$ cat src/hw/rtl/fpa_pkg.sv
// Package for the fixed partition allocator: sizing constants, status codes,
// request and result payload types, and the token that walks the cell row.
// No dependencies; every other file imports it.
package fpa_pkg;

  localparam int MEMORY_BYTES    = 1024;
  localparam int PARTITION_COUNT = 4;
  localparam int PART_BYTES      = MEMORY_BYTES / PARTITION_COUNT;

  localparam int IDX_W = (PARTITION_COUNT > 1) ? $clog2(PARTITION_COUNT) : 1;
  localparam int CNT_W = $clog2(PARTITION_COUNT + 1);

  localparam int OWNER_W = 16;
  localparam int BYTES_W = 11;
  localparam int SLOT_W  = 2;
  localparam int FREE_W  = 3;

  localparam logic MODE_ALLOC = 1'b0;
  localparam logic MODE_FREE  = 1'b1;

  typedef enum logic [2:0] {
    ST_ALLOCATED = 3'd0,
    ST_TOO_LARGE = 3'd1,
    ST_NO_FREE   = 3'd2,
    ST_FREED     = 3'd3,
    ST_NOT_FOUND = 3'd4
  } status_t;

  typedef struct packed {
    logic               mode;
    logic [OWNER_W-1:0] owner_id;
    logic [BYTES_W-1:0] request_bytes;
  } request_t;

  typedef struct packed {
    status_t           status;
    logic [SLOT_W-1:0] slot;
    logic [FREE_W-1:0] free_count;
  } result_t;

  // Request as it travels from cell to cell.
  typedef struct packed {
    logic               valid;
    logic               mode;
    logic [OWNER_W-1:0] owner_id;
    logic               too_large;
    logic               served;
    logic [IDX_W-1:0]   idx;
    logic [IDX_W-1:0]   slot;
    logic [CNT_W-1:0]   free_cnt;
  } fpa_token_t;

endpackage

$ cat src/hw/rtl/fpa_cell.sv
// One partition of the allocator: occupied mark and owner id, plus the
// token register that hands the request on to the next cell.
// Depends on fpa_pkg.
module fpa_cell
  import fpa_pkg::*;
(
  input  logic       clk,
  input  logic       rst,
  input  fpa_token_t tok_in,
  output fpa_token_t tok_out
);

  logic               occupied;
  logic [OWNER_W-1:0] owner;
  logic               hit;
  logic               occ_after;

  function automatic logic tin_is_free();
    return tok_in.mode == MODE_FREE;
  endfunction

  always_comb begin
    if (tin_is_free()) begin
      hit = occupied && (owner == tok_in.owner_id);
    end else begin
      hit = !occupied;
    end
    hit       = hit && tok_in.valid && !tok_in.served && !tok_in.too_large;
    occ_after = hit ? (tok_in.mode == MODE_ALLOC) : occupied;
  end

  always_ff @(posedge clk) begin
    if (rst) begin
      occupied <= 1'b0;
    end else if (hit) begin
      occupied <= (tok_in.mode == MODE_ALLOC);
    end
  end

  always_ff @(posedge clk) begin
    if (hit && tok_in.mode == MODE_ALLOC) begin
      owner <= tok_in.owner_id;
    end
  end

  // Only the valid bit is reset; the rest of the token is ignored while it is low.
  always_ff @(posedge clk) begin
    if (rst) begin
      tok_out.valid <= 1'b0;
    end else begin
      tok_out.valid <= tok_in.valid;
    end
    tok_out.mode      <= tok_in.mode;
    tok_out.owner_id  <= tok_in.owner_id;
    tok_out.too_large <= tok_in.too_large;
    tok_out.served    <= tok_in.served | hit;
    tok_out.idx       <= tok_in.idx + IDX_W'(1);
    tok_out.slot      <= hit ? tok_in.idx : tok_in.slot;
    tok_out.free_cnt  <= tok_in.free_cnt + {{(CNT_W-1){1'b0}}, ~occ_after};
  end

endmodule

$ cat src/hw/rtl/fixed_partition_allocator.sv
// Fixed partition first-fit allocator: a row of PARTITION_COUNT cells.
// The request walks the cell registers in order, cell 0 first, up to the result strobe.
// A new request is taken only once the previous token has left every cell but the last.
// Reset (synchronous, active high) marks every partition free.
// The result is shown for one cycle only; the receiver cannot stall it.
module fixed_partition_allocator
  import fpa_pkg::*;
(
  input  logic     clk,
  input  logic     rst,
  input  logic     start,
  output logic     busy,
  input  request_t request,
  output logic     result_valid,
  output result_t  result
);

  // tok[i] is the input of cell i; tok[PARTITION_COUNT] leaves the last cell.
  fpa_token_t                 tok [PARTITION_COUNT+1];
  logic [PARTITION_COUNT-1:0] in_flight;
  logic                       accept;
  fpa_token_t                 last;

  // A request is taken only when no token is left in the row short of the
  // last cell, so a new request may enter in the same cycle as a result.
  assign accept = start && !busy;

  always_comb begin
    tok[0]           = '0;
    tok[0].valid     = accept;
    tok[0].mode      = request.mode;
    tok[0].owner_id  = request.owner_id;
    tok[0].too_large = (request.mode == MODE_ALLOC) &&
                       (32'(request.request_bytes) > PART_BYTES);
  end

  // Each cell looks at its own partition once the token reaches it and
  // passes on whether the request has been served, the slot it took, and
  // the running count of partitions that are free after this request.
  for (genvar i = 0; i < PARTITION_COUNT; i++) begin : g_cell
    fpa_cell u_cell (
      .clk    (clk),
      .rst    (rst),
      .tok_in (tok[i]),
      .tok_out(tok[i+1])
    );
    assign in_flight[i] = tok[i+1].valid;
  end

  assign busy = |in_flight[PARTITION_COUNT-2:0];

  assign last         = tok[PARTITION_COUNT];
  assign result_valid = last.valid;

  always_comb begin
    if (last.mode == MODE_FREE) begin
      result.status = last.served ? ST_FREED : ST_NOT_FOUND;
    end else if (last.too_large) begin
      result.status = ST_TOO_LARGE;
    end else begin
      result.status = last.served ? ST_ALLOCATED : ST_NO_FREE;
    end
    result.slot       = last.served ? SLOT_W'(last.slot) : '0;
    result.free_count = FREE_W'(last.free_cnt);
  end

`ifndef ASSERT_OFF
  // Only one request is ever in the row.
  a_one_token: assert property (@(posedge clk) disable iff (rst)
    $countones(in_flight) <= 1)
    else $error("more than one request in the cell row");

  // Every accepted request comes out after exactly one pass of the row.
  a_latency: assert property (@(posedge clk) disable iff (rst)
    accept |-> ##PARTITION_COUNT result_valid)
    else $error("result strobe missing after the row pass");

  // A successful allocation leaves at least one partition taken.
  a_alloc_count: assert property (@(posedge clk) disable iff (rst)
    result_valid && result.status == ST_ALLOCATED |->
      32'(result.free_count) < PARTITION_COUNT)
    else $error("allocation reported with every partition free");

  // A release leaves at least one partition free.
  a_free_count: assert property (@(posedge clk) disable iff (rst)
    result_valid && result.status == ST_FREED |-> result.free_count != '0)
    else $error("release reported with no partition free");
`endif

endmodule

$ cat config.mk
export PLATFORM = sky130hd
export DESIGN_NAME = fixed_partition_allocator
export DESIGN_NICKNAME = d
export VERILOG_FILES = /design/src/hw/rtl/fpa_pkg.sv /design/src/hw/rtl/fpa_cell.sv /design/src/hw/rtl/fixed_partition_allocator.sv
export SDC_FILE = /design/constraint.sdc
export NUM_CORES = 1
export LEC_CHECK = 0
export ABC_AREA = 1
export BUFFER_PORTS_ARGS = -buffer_cell sky130_fd_sc_hd__buf_2
export CORE_MARGIN = 2
export CORE_UTILIZATION = 55
export CTS_BUF_LIST = sky130_fd_sc_hd__clkbuf_4 sky130_fd_sc_hd__clkbuf_8
export DETAILED_ROUTE_END_ITERATION = 12
export PLACE_DENSITY = 0.73
export SETUP_SLACK_MARGIN = 0.1
export SYNTH_ARGS = -nofsm -noshare
export SYNTH_HDL_FRONTEND = slang
export SYNTH_HIERARCHICAL = 1
export SYNTH_SLANG_ARGS = --single-unit
export TNS_END_PERCENT = 10
$ cat constraint.sdc
create_clock -name clk -period 2.75 [get_ports clk]
set_clock_uncertainty 0.1 [all_clocks]
set_input_delay 0.275 -clock clk [delete_from_list [all_inputs] [get_ports clk]]
set_output_delay 0.275 -clock clk [all_outputs]
set_load 0.005 [all_outputs]
==> flow_summary.yaml <==
sta:
  max_freq_ghz: 0.516
  worst_slack_ps: 813
  min_period_ps: 1940
  fin_hold_ws_ps: 31.8
  finalCritPeriodShare_pct: 70.5
  setup_viol: 0
  setup_tns_ps: 0
  final_max_slew_viol_count: 0
  rsz0062_at_grt: "false"
  finalHoldViolCount: 0
clock_network:
  numCtsBuffers: 17
  cts_sinks: 158
  cts_buffer_depth: 2
  post_cts_buffers: 0
  path_clk_slew_ps: 90
  root_buffer: "clkbuf_8"
  insertion_delay_ps: 420
  cts_resized: 0
  cts_tree: "done"
  htreeDepth: 4
  hold_buffers: 17
routing:
  wl_per_cell_microns: 10.6
  drt_first_pass_iters: 4
  num_vias: 3768
  ant_nets: 0
  drt-initial-drc-count: 125
  vias_per_cell: 4.39
  drc: 0
  drt_wl_total_mm: 9.07
critical_path:
  cp.arrival_ps: 1950
  max_stage_delay_ps: 390
  path_max_fanout: 16
  worstPathRequired_ps: 2760
  slowest_stage: "or3_4"
  cp-end-kind: "register"
  cp_top_family: "simple AND/OR/NAND/NOR gates"
  crit_chain: "or3_4 > nor2_2 > nand3b_1 > nor2_2 > inv_1 > nor2_2 > buf_4"
  start_kind: "register"
  criticalPathCategory: "reg2reg"
  crit_top_cell: "nor2_2"
  crit_buf_inv: 2
  regToRegSetupSlack_ps: 810
pwr:
  p_int_w: 0.00345
  p_comb_share_pct: 5.9
  ir_drop_v: 0.000381
  p_sw_w: 0.00105
  power_frac_clock_pct: 35.4
  sw_frac_of_total_pct: 23.3
  seqPwrFrac_pct: 58.7
  leakage_nw: 3.36
  p_per_area_nw_per_um2: 648
place:
  dp_hpwl_mm: 6.75
  gp_congestion: 0.793
  pre_cts_ws_ps: 757
  portBuffers: 40
  place_area_sq_um: 6390
global_route:
  grt_pass1_wl_mm: 15.4
  grtUsageMet2_pct: 29.8
  met3_usage_pct: 4.34
  grt_usage_pct: 17.2
  grt_max_degree: 19
  grt_busiest_layer: "met2"
  met1_usage_pct: 19.9
  grt_overflow: 0
  grt_antenna_before_repair: 0
  grt_pass1_vias: 3725
outcome:
  outcome: "complete, no violations"
yosys:
  syn_inst: 620
  yosysWarnings: 6
  netlist_area_sq_um: 5960
  post_synth.cell_area_avg_sq_um: 9.61
die:
  die_area_sq_um: 11700
  fp.dieH_microns: 108
  pin_count: 41
  rows: 37
  core_sq_um: 10400
  die_width_microns: 108
  start_util_pct: 57.2
finish:
  n_antenna_cell: 0
  multi_input_comb_area_sq_um: 1710
  final_cell_mix: "nand2_1, inv_1, dfxtp_1"
  layout_commonest_cell: "nand2_1"
  ff_latch_area_sq_um: 3800
  fin_util_pct: 66.6
  areaGrowthSynthToFinish_pct: 16.5
  fin_nets: 749
  drive_gt1_share_pct: 16.9
  stdcell_area_sq_um: 6940
  fillCellCount: 798
worst_hold_path:
  hp-class: "in2reg"
run:
  drv_cap: 0
worst paths after layout:
path / from / end / cells past startpoint
worst max-delay path: g_cell[1].u_cell/tok_out[26] / g_cell[0].u_cell/owner[6] / 7
worst min-delay path: rst / g_cell[3].u_cell/occupied / 2
worst max register to register: g_cell[1].u_cell/tok_out[26] / g_cell[0].u_cell/owner[6] / 7
worst min register to register: g_cell[2].u_cell/tok_out[8] / g_cell[3].u_cell/tok_out[8] / 0
routing by layer:
metal | vias to the layer above | routed length (microns)
met5 | - | 0
met3 | 20 | 314
li1 | 2038 | -
met1 | 1636 | 4060
met4 | 0 | 213
met2 | 74 | 4470
cell type report:
cell class | instances | area share (%)
tap | 136 | 2.45
timing repair buffer | 61 | 5.77
inverter | 128 | 6.92
clock buffer | 18 | 3.57
multi-input combinational | 344 | 24.6
clock inverter | 14 | 1.86
sequential | 158 | 54.8
metrics by stage:
step	cells	total power (W)
2_1_floorplan	630	0.00282
3_3_place_gp	810	0.00292
3_5_place_dp	810	0.00294
4_1_cts	859	0.00453
5_1_grt	859	0.00468
6_report	859	0.00449
registers in the layout, summed over array words and instances (netlist names):
| signal | flops |
|---|---|
| g_cell.u_cell/occupied | 4 |
| g_cell.u_cell/owner | 64 |
| g_cell.u_cell/tok_out | 90 |
power groups by stage:
stage	combinational, W	sequential, W	clock [W]
3_5_place_dp	0.000247	0.00269	0
2_1_floorplan	0.000152	0.00267	0
4_1_cts	0.000267	0.00264	0.00163
6_report	0.000265	0.00264	0.00159
5_1_grt	0.000306	0.00266	0.00172
3_3_place_gp	0.000231	0.00268	0
No activity file was read; power rests on OpenSTA's default activity.
